File: src/rtl/tbrs_pkg.sv
// Shared types and constants of the token bucket receive shaper.
// No dependencies; tbrs_refill and the top level import this package.
package tbrs_pkg;

  localparam int RATE_W  = 24;
  localparam int LIMIT_W = 8;
  localparam int NOW_W   = 48;
  localparam int REQ_W   = 7;
  localparam int KIND_W  = 2;
  localparam int REG_IDX_W = 1;

  localparam longint unsigned US_PER_S = 64'd1000000;

  localparam logic [LIMIT_W-1:0] OVF_LIMIT_RESET = 8'd8;
  localparam logic [LIMIT_W-1:0] OVF_COUNT_MAX   = 8'hFF;

  localparam logic MODE_INGEST = 1'b0;
  localparam logic MODE_READ   = 1'b1;

  localparam logic [KIND_W-1:0] KIND_INGEST = 2'd0;
  localparam logic [KIND_W-1:0] KIND_DATA   = 2'd1;
  localparam logic [KIND_W-1:0] KIND_EMPTY  = 2'd2;

  localparam logic [REG_IDX_W-1:0] REG_BYTE_RATE      = 1'd0;
  localparam logic [REG_IDX_W-1:0] REG_OVERFLOW_LIMIT = 1'd1;

  typedef enum logic [1:0] {
    ST_IDLE,
    ST_REFILL,
    ST_CALC,
    ST_DRAIN
  } tbrs_state_t;

  typedef enum logic [2:0] {
    RF_IDLE,
    RF_MUL,
    RF_SUM,
    RF_CHECK,
    RF_DIV,
    RF_DONE
  } tbrs_rf_state_t;

endpackage

File: src/rtl/tbrs_refill.sv
// Refill unit: tokens earned = elapsed time * byte_rate / 1e6, capped at the
// buffer size. Two-part multiply, then a reciprocal multiply. Uses tbrs_pkg.
module tbrs_refill #(
  parameter int BUFFER_BYTES = 4096
) (
  input  logic                         clk,
  input  logic                         rst,
  input  logic                         go,
  input  logic [tbrs_pkg::NOW_W-1:0]   elapsed,
  input  logic [tbrs_pkg::RATE_W-1:0]  rate,
  output logic                         done,
  output logic [$clog2(BUFFER_BYTES+1)-1:0] add
);
  import tbrs_pkg::*;

  localparam int PTR_W  = $clog2(BUFFER_BYTES);
  localparam int CNT_W  = $clog2(BUFFER_BYTES+1);
  localparam longint unsigned CAP = longint'(BUFFER_BYTES) * US_PER_S;
  localparam int ELAP_W = $clog2(CAP + 1);
  localparam int HALF_W = RATE_W / 2;
  localparam int PART_W = ELAP_W + HALF_W;
  localparam int PROD_W = ELAP_W + RATE_W;

  // One million is 2^6 * 15625. Below the cap the product shifted right by six
  // has at most 26 bits, and 2^44 / 15625 rounded up divides all of them exactly.
  localparam int DIV_SHIFT   = 6;
  localparam int Q_W         = ELAP_W - DIV_SHIFT;
  localparam int RECIP_W     = 31;
  localparam int RECIP_SHIFT = 44;
  localparam logic [RECIP_W-1:0] RECIP_M = 31'd1125899907;
  localparam int RP_W        = Q_W + RECIP_W;

  tbrs_rf_state_t state, state_next;

  logic [ELAP_W-1:0] elap;
  logic [RATE_W-1:0] rate_r;
  logic [PART_W-1:0] p_lo, p_hi;
  logic [PROD_W-1:0] prod;
  logic [CNT_W-1:0]  add_r;
  logic [RP_W-1:0]   recip_prod;

  assign recip_prod = RP_W'(prod[ELAP_W-1:DIV_SHIFT]) * RP_W'(RECIP_M);

  always_comb begin
    state_next = state;
    case (state)
      RF_IDLE:  if (go) state_next = RF_MUL;
      RF_MUL:   state_next = RF_SUM;
      RF_SUM:   state_next = RF_CHECK;
      RF_CHECK: state_next = (prod >= PROD_W'(CAP)) ? RF_DONE : RF_DIV;
      RF_DIV:   state_next = RF_DONE;
      RF_DONE:  state_next = RF_IDLE;
      default:  state_next = RF_IDLE;
    endcase
  end

  always_comb begin
    done = (state == RF_DONE);
    add  = add_r;
  end

  always_ff @(posedge clk) begin
    if (rst) begin
      state <= RF_IDLE;
    end else begin
      state <= state_next;
    end
  end

  always_ff @(posedge clk) begin
    case (state)
      RF_IDLE: begin
        // Beyond the cap the bucket fills completely, so a clamp loses nothing.
        if (elapsed > NOW_W'(CAP)) begin
          elap <= ELAP_W'(CAP);
        end else begin
          elap <= elapsed[ELAP_W-1:0];
        end
        rate_r <= rate;
      end
      RF_MUL: begin
        p_lo <= PART_W'(elap) * PART_W'(rate_r[HALF_W-1:0]);
        p_hi <= PART_W'(elap) * PART_W'(rate_r[RATE_W-1:HALF_W]);
      end
      RF_SUM: begin
        prod <= PROD_W'(p_lo) + (PROD_W'(p_hi) << HALF_W);
      end
      RF_CHECK: begin
        add_r <= CNT_W'(BUFFER_BYTES);
      end
      RF_DIV: begin
        add_r <= CNT_W'(recip_prod[RECIP_SHIFT +: PTR_W]);
      end
      default: begin
      end
    endcase
  end

endmodule

File: config.mk
export PLATFORM = sky130hd
export DESIGN_NAME = tbrs_refill
export DESIGN_NICKNAME = d
export VERILOG_FILES = /design/src/rtl/tbrs_pkg.sv /design/src/rtl/tbrs_refill.sv
export SDC_FILE = /design/constraint.sdc
export NUM_CORES = 2
export LEC_CHECK = 0
export BUFFER_PORTS_ARGS = -buffer_cell sky130_fd_sc_hd__buf_2
export CAP_MARGIN = 10
export CORE_ASPECT_RATIO = 1.25
export CORE_MARGIN = 4
export CORE_UTILIZATION = 35
export DETAILED_ROUTE_END_ITERATION = 16
export GPL_ROUTABILITY_DRIVEN = 0
export GPL_TIMING_DRIVEN = 1
export MAX_ROUTING_LAYER = met4
export PLACE_DENSITY_LB_ADDON = 0.05
export SLEW_MARGIN = 25
export SYNTH_ARGS = -nofsm -noshare
export SYNTH_HDL_FRONTEND = slang
export SYNTH_SLANG_ARGS = --single-unit
File: constraint.sdc
create_clock -name clk -period 9.57 [get_ports clk]
set_input_delay 1.914 -clock clk [delete_from_list [all_inputs] [get_ports clk]]
set_output_delay 1.914 -clock clk [all_outputs]
set_load 0.01 [all_outputs]
## After elaboration in Yosys (flattened, before gate mapping)

Index checks and enable logic that the tools add are counted.
Widths: inputs -> output; s select.

- Register bits: 216
- Input port bits: 75
- Output and inout bits: 14
- Logic and storage cells: 25

- Add/sub/neg operators: 1
- Multiply operators: 3
- $lt $le $gt $ge: 2
- Equal/unequal tests: 6
- Multiplexer cells: 4
- Reduce and logical (&&, ||, !) cells: 2

Operators by type and width:

| operator | number |
|---|---|
| $mul 32x12->44 | 2 |
| $add 44x56->56 | 1 |
| $ge 56x32->1 const B | 1 |
| $mul 26x31->56 const B | 1 |
| $gt 48x32->1 const B | 1 |
| $pmux 13 s2 | 1 |
| $pmux 3 s5 | 1 |
| $eq 3x2->1 const B | 2 |
| $eq 3x3->1 const B | 2 |
| $eq 3x1->1 const B | 1 |
| $logic_not 3->1 | 1 |
| $mux 3 | 1 |
| $ne 2x2->1 const B | 1 |
| $reduce_bool 2->1 | 1 |
| $mux 1 | 1 |

## Depth between registers and ports, before layout

- Depth after elaboration: 3
- Depth in mapped cells: 24
- Gate-level depth less buffers: 24

## Least setup slack after synthesis

OpenSTA, ideal clock, no wires.

- Path type: flip-flop to flip-flop
- From: reg state[0]
- To: reg p_hi[0] (enable)
- Setup time: 660 ps
- Data arrival time: 6971 ps
- Data required time: 8910 ps
- Setup slack: 1939 ps
- Stages on the path, launching flop included: 3
- Path buffers: 1
- Clock period less this slack: 7631 ps
- Path through: dfxtp_1 -> clkbuf_1 -> nor3b_1

- Longest elaborated chain between the ends: 1

RTL lines:

| item | RTL line | source |
|---|---|---|
| start, declared | tbrs_refill.sv:33 | `tbrs_rf_state_t state, state_next;` |
| start signal, assigned | tbrs_refill.sv:66 | `state <= state_next;` |
| $eq 3x1->1 | tbrs_refill.sv:71 | `case (state)` |
| end signal, assigned | tbrs_refill.sv:83 | `p_hi <= PART_W'(elap) * PART_W'(rate_r[RATE_W-1:HALF_W]);` |
| end, declared | tbrs_refill.sv:37 | `logic [PART_W-1:0] p_lo, p_hi;` |

No other way between the ends.
A chain may end at the register's enable or synchronous reset.

## Final worst setup path

- From: reg prod[14]
- To: reg add_r[6], in the netlist add[6], data pin

- Longest elaborated chain between the ends: 2

RTL lines:

| item | RTL line | source |
|---|---|---|
| start, declared | tbrs_refill.sv:38 | `logic [PROD_W-1:0] prod;` |
| start signal, assigned | tbrs_refill.sv:86 | `prod <= PROD_W'(p_lo) + (PROD_W'(p_hi) << HALF_W);` |
| $mul 26x31->56 | tbrs_refill.sv:42 | `assign recip_prod = RP_W'(prod[ELAP_W-1:DIV_SHIFT]) * RP_W'(RECIP_M);` |
| $pmux 13 s2 | tbrs_refill.sv:71 |  |
| end signal, assigned | tbrs_refill.sv:89 | `add_r <= CNT_W'(BUFFER_BYTES);` |
| end signal, assigned | tbrs_refill.sv:92 | `add_r <= CNT_W'(recip_prod[RECIP_SHIFT +: PTR_W]);` |
| end, declared | tbrs_refill.sv:39 | `logic [CNT_W-1:0] add_r;` |

No other way between the ends.

==> Flow_metrics.wiki <==
{| class="wikitable"
! Metric !! Value
|-
| Count of cell types in the netlist || 87
|-
| Number of antenna violations at the first check in global routing || 2
|-
| Setup bufs post-CTS || 0
|-
| Height of the chip || 406.8 µm
|-
| Portion of the post-synthesis area used by sequential elements || about 15%
|-
| Mean post-synth cell area || 9.593 µm²
|-
| TNS Setup || 0 ps
|-
| Drc violations || 0
|-
| Reg2reg path depth || 21
|-
| Shortest clock period the worst path allows after layout || about 7700 ps
|-
| Clock transition time at the flip-flop clock pins of the worst setup and hold paths || 60 ps
|-
| Overall via count from detail_route || around 30,000
|-
| Flops & latches, synth || roughly 220
|-
| Most used flip-flop cell after synthesis || sky130_fd_sc_hd__edfxtp_1
|-
| Type of destination of the critical path || flop
|-
| Violation count after the first detailed-route iteration || between 1,000 and 1,500
|-
| Count of endpoints failing hold in the final timing report || 0
|-
| Clock tree from TritonCTS || done
|-
| Master cell of the clock root buffer || sky130_fd_sc_hd__clkbuf_16
|-
| Cell taking the most area after synthesis || sky130_fd_sc_hd__fa_1
|-
| Number of buffers added on ports || 88
|-
| Final Skew || roughly 44 ps
|-
| Critical Setup Path Class || flop to flop
|-
| Area of the multi-input gates || 0.03331 mm²
|-
| Number of global-route vias before repair || between 30,000 and 40,000
|-
| Per-cell via count in the routed design || 4.780
|-
| Initial cell density of the core || between 30% and 40%
|-
| Final HPWL DP || around 110,000 µm
|-
| Met3 wire len || ~3000 µm
|-
| Max Fanout on Critical Path || 7
|-
| Met2 Routed Length || 67,220 µm
|-
| Overflow after GRT || 0
|-
| FF+latch area || around 0.0065 mm²
|-
| Final number of max-transition violations || 0
|-
| DR top layer || met4
|-
| Number of enable flip-flop cells after synthesis || roughly 210
|-
| Detailed Routing Iterations Pass 1 || 5
|-
| Number of inserted diodes || 0
|-
| GRT Total Usage || 20.65%
|-
| Slew of the pin with the lowest slew margin || 934.4 ps
|-
| Summed instance area of the synthesized netlist || about 0.045 mm²
|-
| Routed wire length || about 130,000 µm
|-
| Min-Delay Path Class || flop to flop
|-
| Placement Rows || between 100 and 150
|-
| Result of the run || finished clean
|-
| Synthesized net count || between 6,000 and 7,000
|-
| Post-route clock period utilization || roughly four fifths
|-
| Total of fill cells in the finished design || 12,970
|-
| Startpoint type of the worst setup path || flop
|-
| R2r endpoint || add[6]
|-
| Number of max-cap violations || 0
|-
| F_max || roughly 0.13 GHz
|-
| Number of clock buffers inserted by TritonCTS || 30
|-
| Most frequent cell after synthesis || sky130_fd_sc_hd__inv_1
|-
| Post-CTS Hold Buffers || 0
|-
| Average routed wire per standard cell || approximately 20 µm
|-
| Clock latency on the worst-skew pair || ~650 ps
|-
| First-pass GRT wire length || ~210,000 µm
|-
| Number of top-level pins || between 80 and 90
|-
| Worst rel slew slack || a little under two fifths
|-
| CTS-repair resized insts || 0
|-
| Die ar. || around 0.13 mm²
|-
| Layout Nets || about 6,000
|-
| Max clock buf depth || 3
|-
| Area growth, synth to finish || 7.664%
|-
| Clock H-tree levels || 1
|-
| Post-Route Hold Slack || approximately 410 ps
|-
| Top cells by instance count after synthesis || sky130_fd_sc_hd__inv_1, sky130_fd_sc_hd__fa_1, sky130_fd_sc_hd__nand2_1
|-
| M1 WL || between 50,000 and 60,000 µm
|-
| CP Launch Point || prod[14]
|-
| Top cells by area, synth || sky130_fd_sc_hd__fa_1, sky130_fd_sc_hd__edfxtp_1, sky130_fd_sc_hd__ha_1, sky130_fd_sc_hd__inv_1, sky130_fd_sc_hd__nand2_1
|-
| Area share of the leading cell type in the synthesized netlist || about two fifths
|-
| Width of the die || between 300 and 400 µm
|-
| Arrival time of the worst setup path || slightly above 8000 ps
|-
| Proportion of layout cells with a drive suffix above 1 || a little over 5%
|-
| Number of antenna-violating nets in the routed design || 0
|-
| Synthesis warning total || 0
|-
| Maximum number of pins on one net before global-route repair || 64
|-
| CTS Sinks || 216
|-
| Area of the placeable core || between 0.1 and 0.15 mm²
|-
| Required time of the critical path || about 10000 ps
|-
| Post-Layout Cell Count || ~6,400
|-
| Number of instances in the synthesized netlist || 4,641
|-
| Placed Cells || between 6,000 and 7,000
|-
| Flop-to-flop setup slack || roughly 1900 ps
|-
| Setup violators final || 0
|-
| Synth async-reset ratio || 0%
|-
| Setup repair after global routing missed its margin || false
|-
| Critical path capture point || add[6]
|-
| FF-to-FF Start || prod[14]
|}
-- worst max-delay path, cell delays in order (launching register included) --
cell,delay (ps)
sky130_fd_sc_hd__edfxtp_1,560
sky130_fd_sc_hd__inv_1,150
sky130_fd_sc_hd__fa_1,590
sky130_fd_sc_hd__inv_1,120
sky130_fd_sc_hd__fa_1,460
sky130_fd_sc_hd__fa_1,550
sky130_fd_sc_hd__inv_1,70
sky130_fd_sc_hd__fa_1,500
sky130_fd_sc_hd__inv_1,50
sky130_fd_sc_hd__fa_1,500
sky130_fd_sc_hd__fa_1,490
sky130_fd_sc_hd__inv_1,50
sky130_fd_sc_hd__fa_1,470
sky130_fd_sc_hd__inv_1,40
sky130_fd_sc_hd__ha_1,390
sky130_fd_sc_hd__nand3_1,130
sky130_fd_sc_hd__nor4_1,720
sky130_fd_sc_hd__o211ai_1,510
sky130_fd_sc_hd__o32ai_1,450
sky130_fd_sc_hd__a41o_1,250
sky130_fd_sc_hd__nor3_1,80
sky130_fd_sc_hd__or3b_1,340
-- layout make-up --
cell class                 instances  share of cell area, %
timing repair buffer             151                  1.906
inverter                        1100                  8.614
clock inverter                    20                 0.4672
clock buffer                      36                  1.613
tap                             1702                  4.443
multi-input combinational       3152                  69.49
sequential                       216                  13.47
-- registers in the layout, summed over array words and instances (netlist names) --
signal and cells:
p_lo 44, rate_r 24, p_hi 44, prod 56
elap 32, state 3, add 13
-- cells in the final DEF (no fill, tap or decap), drive strengths merged, types with 5 or more instances in the layout --
master / synthesis / layout
nand2b: 19 / 19
xor2: 44 / 44
clkinv: 0 / 11
a21boi: 9 / 9
a21oi: 158 / 158
a31oi: 12 / 12
a221oi: 7 / 7
and3: 18 / 18
o21a: 19 / 19
nor2b: 15 / 15
o211ai: 17 / 17
o21bai: 17 / 17
a21o: 78 / 78
ha: 475 / 475
o22ai: 5 / 5
edfxtp: 213 / 213
a211oi: 16 / 16
a41oi: 6 / 6
nand2: 578 / 578
nor3b: 7 / 7
buf: 4 / 151
nor3: 32 / 32
or3: 9 / 9
nor2: 80 / 80
nand4: 32 / 32
o21ai: 85 / 85
nand3: 48 / 48
or2: 13 / 13
clkbuf: 169 / 36
inv: 1100 / 1103
and2: 321 / 321
fa: 855 / 855
xnor2: 84 / 84
and4: 14 / 14
o31ai: 9 / 9
nor4: 18 / 18
-- metrics by stage --
stage               instance area (µm²)  utilization, %  setup slack [ps]
floorplan                         44520               -              1939
global placement                  46920           37.06              1858
detailed placement                46940           37.08              1784
CTS                               47930           37.86              1789
global route                      47930           37.86              1543
finish                            47930           37.86              1860
-- cell families after synthesis --
logic type	synth area share, %
buffers and inverters	10.77
AOI/OAI and AO/OA	7.065
muxes	0.04497
xor gates and xnor gates	2.518
DFF	14.50
adders and majority gates	51.79
and+or+nand+nor	13.30
-- how the worst min path moves through the flow --
stage	startpoint	endpoint	slack, ps	depth (start not counted)
3_5_place_dp	p_lo[0]	prod[0]	400	0
3_3_place_gp	p_lo[6]	prod[6]	400	0
4_1_cts	p_lo[0]	prod[0]	420	0
2_1_floorplan	p_lo[0]	prod[0]	400	0
6_report	p_lo[0]	prod[0]	410	0
5_1_grt	p_lo[2]	prod[2]	420	0
-- routing by layer --
layer	track usage, %	up-vias
li1	-	14330
met1	24.38	15590
met2	37.66	420
met3	1.380	144
met4	6.621	0
met5	-	-
Power is left out: the tool's default activity adds up to more than one toggle a clock period on the data nets, which glitch-free logic cannot reach.
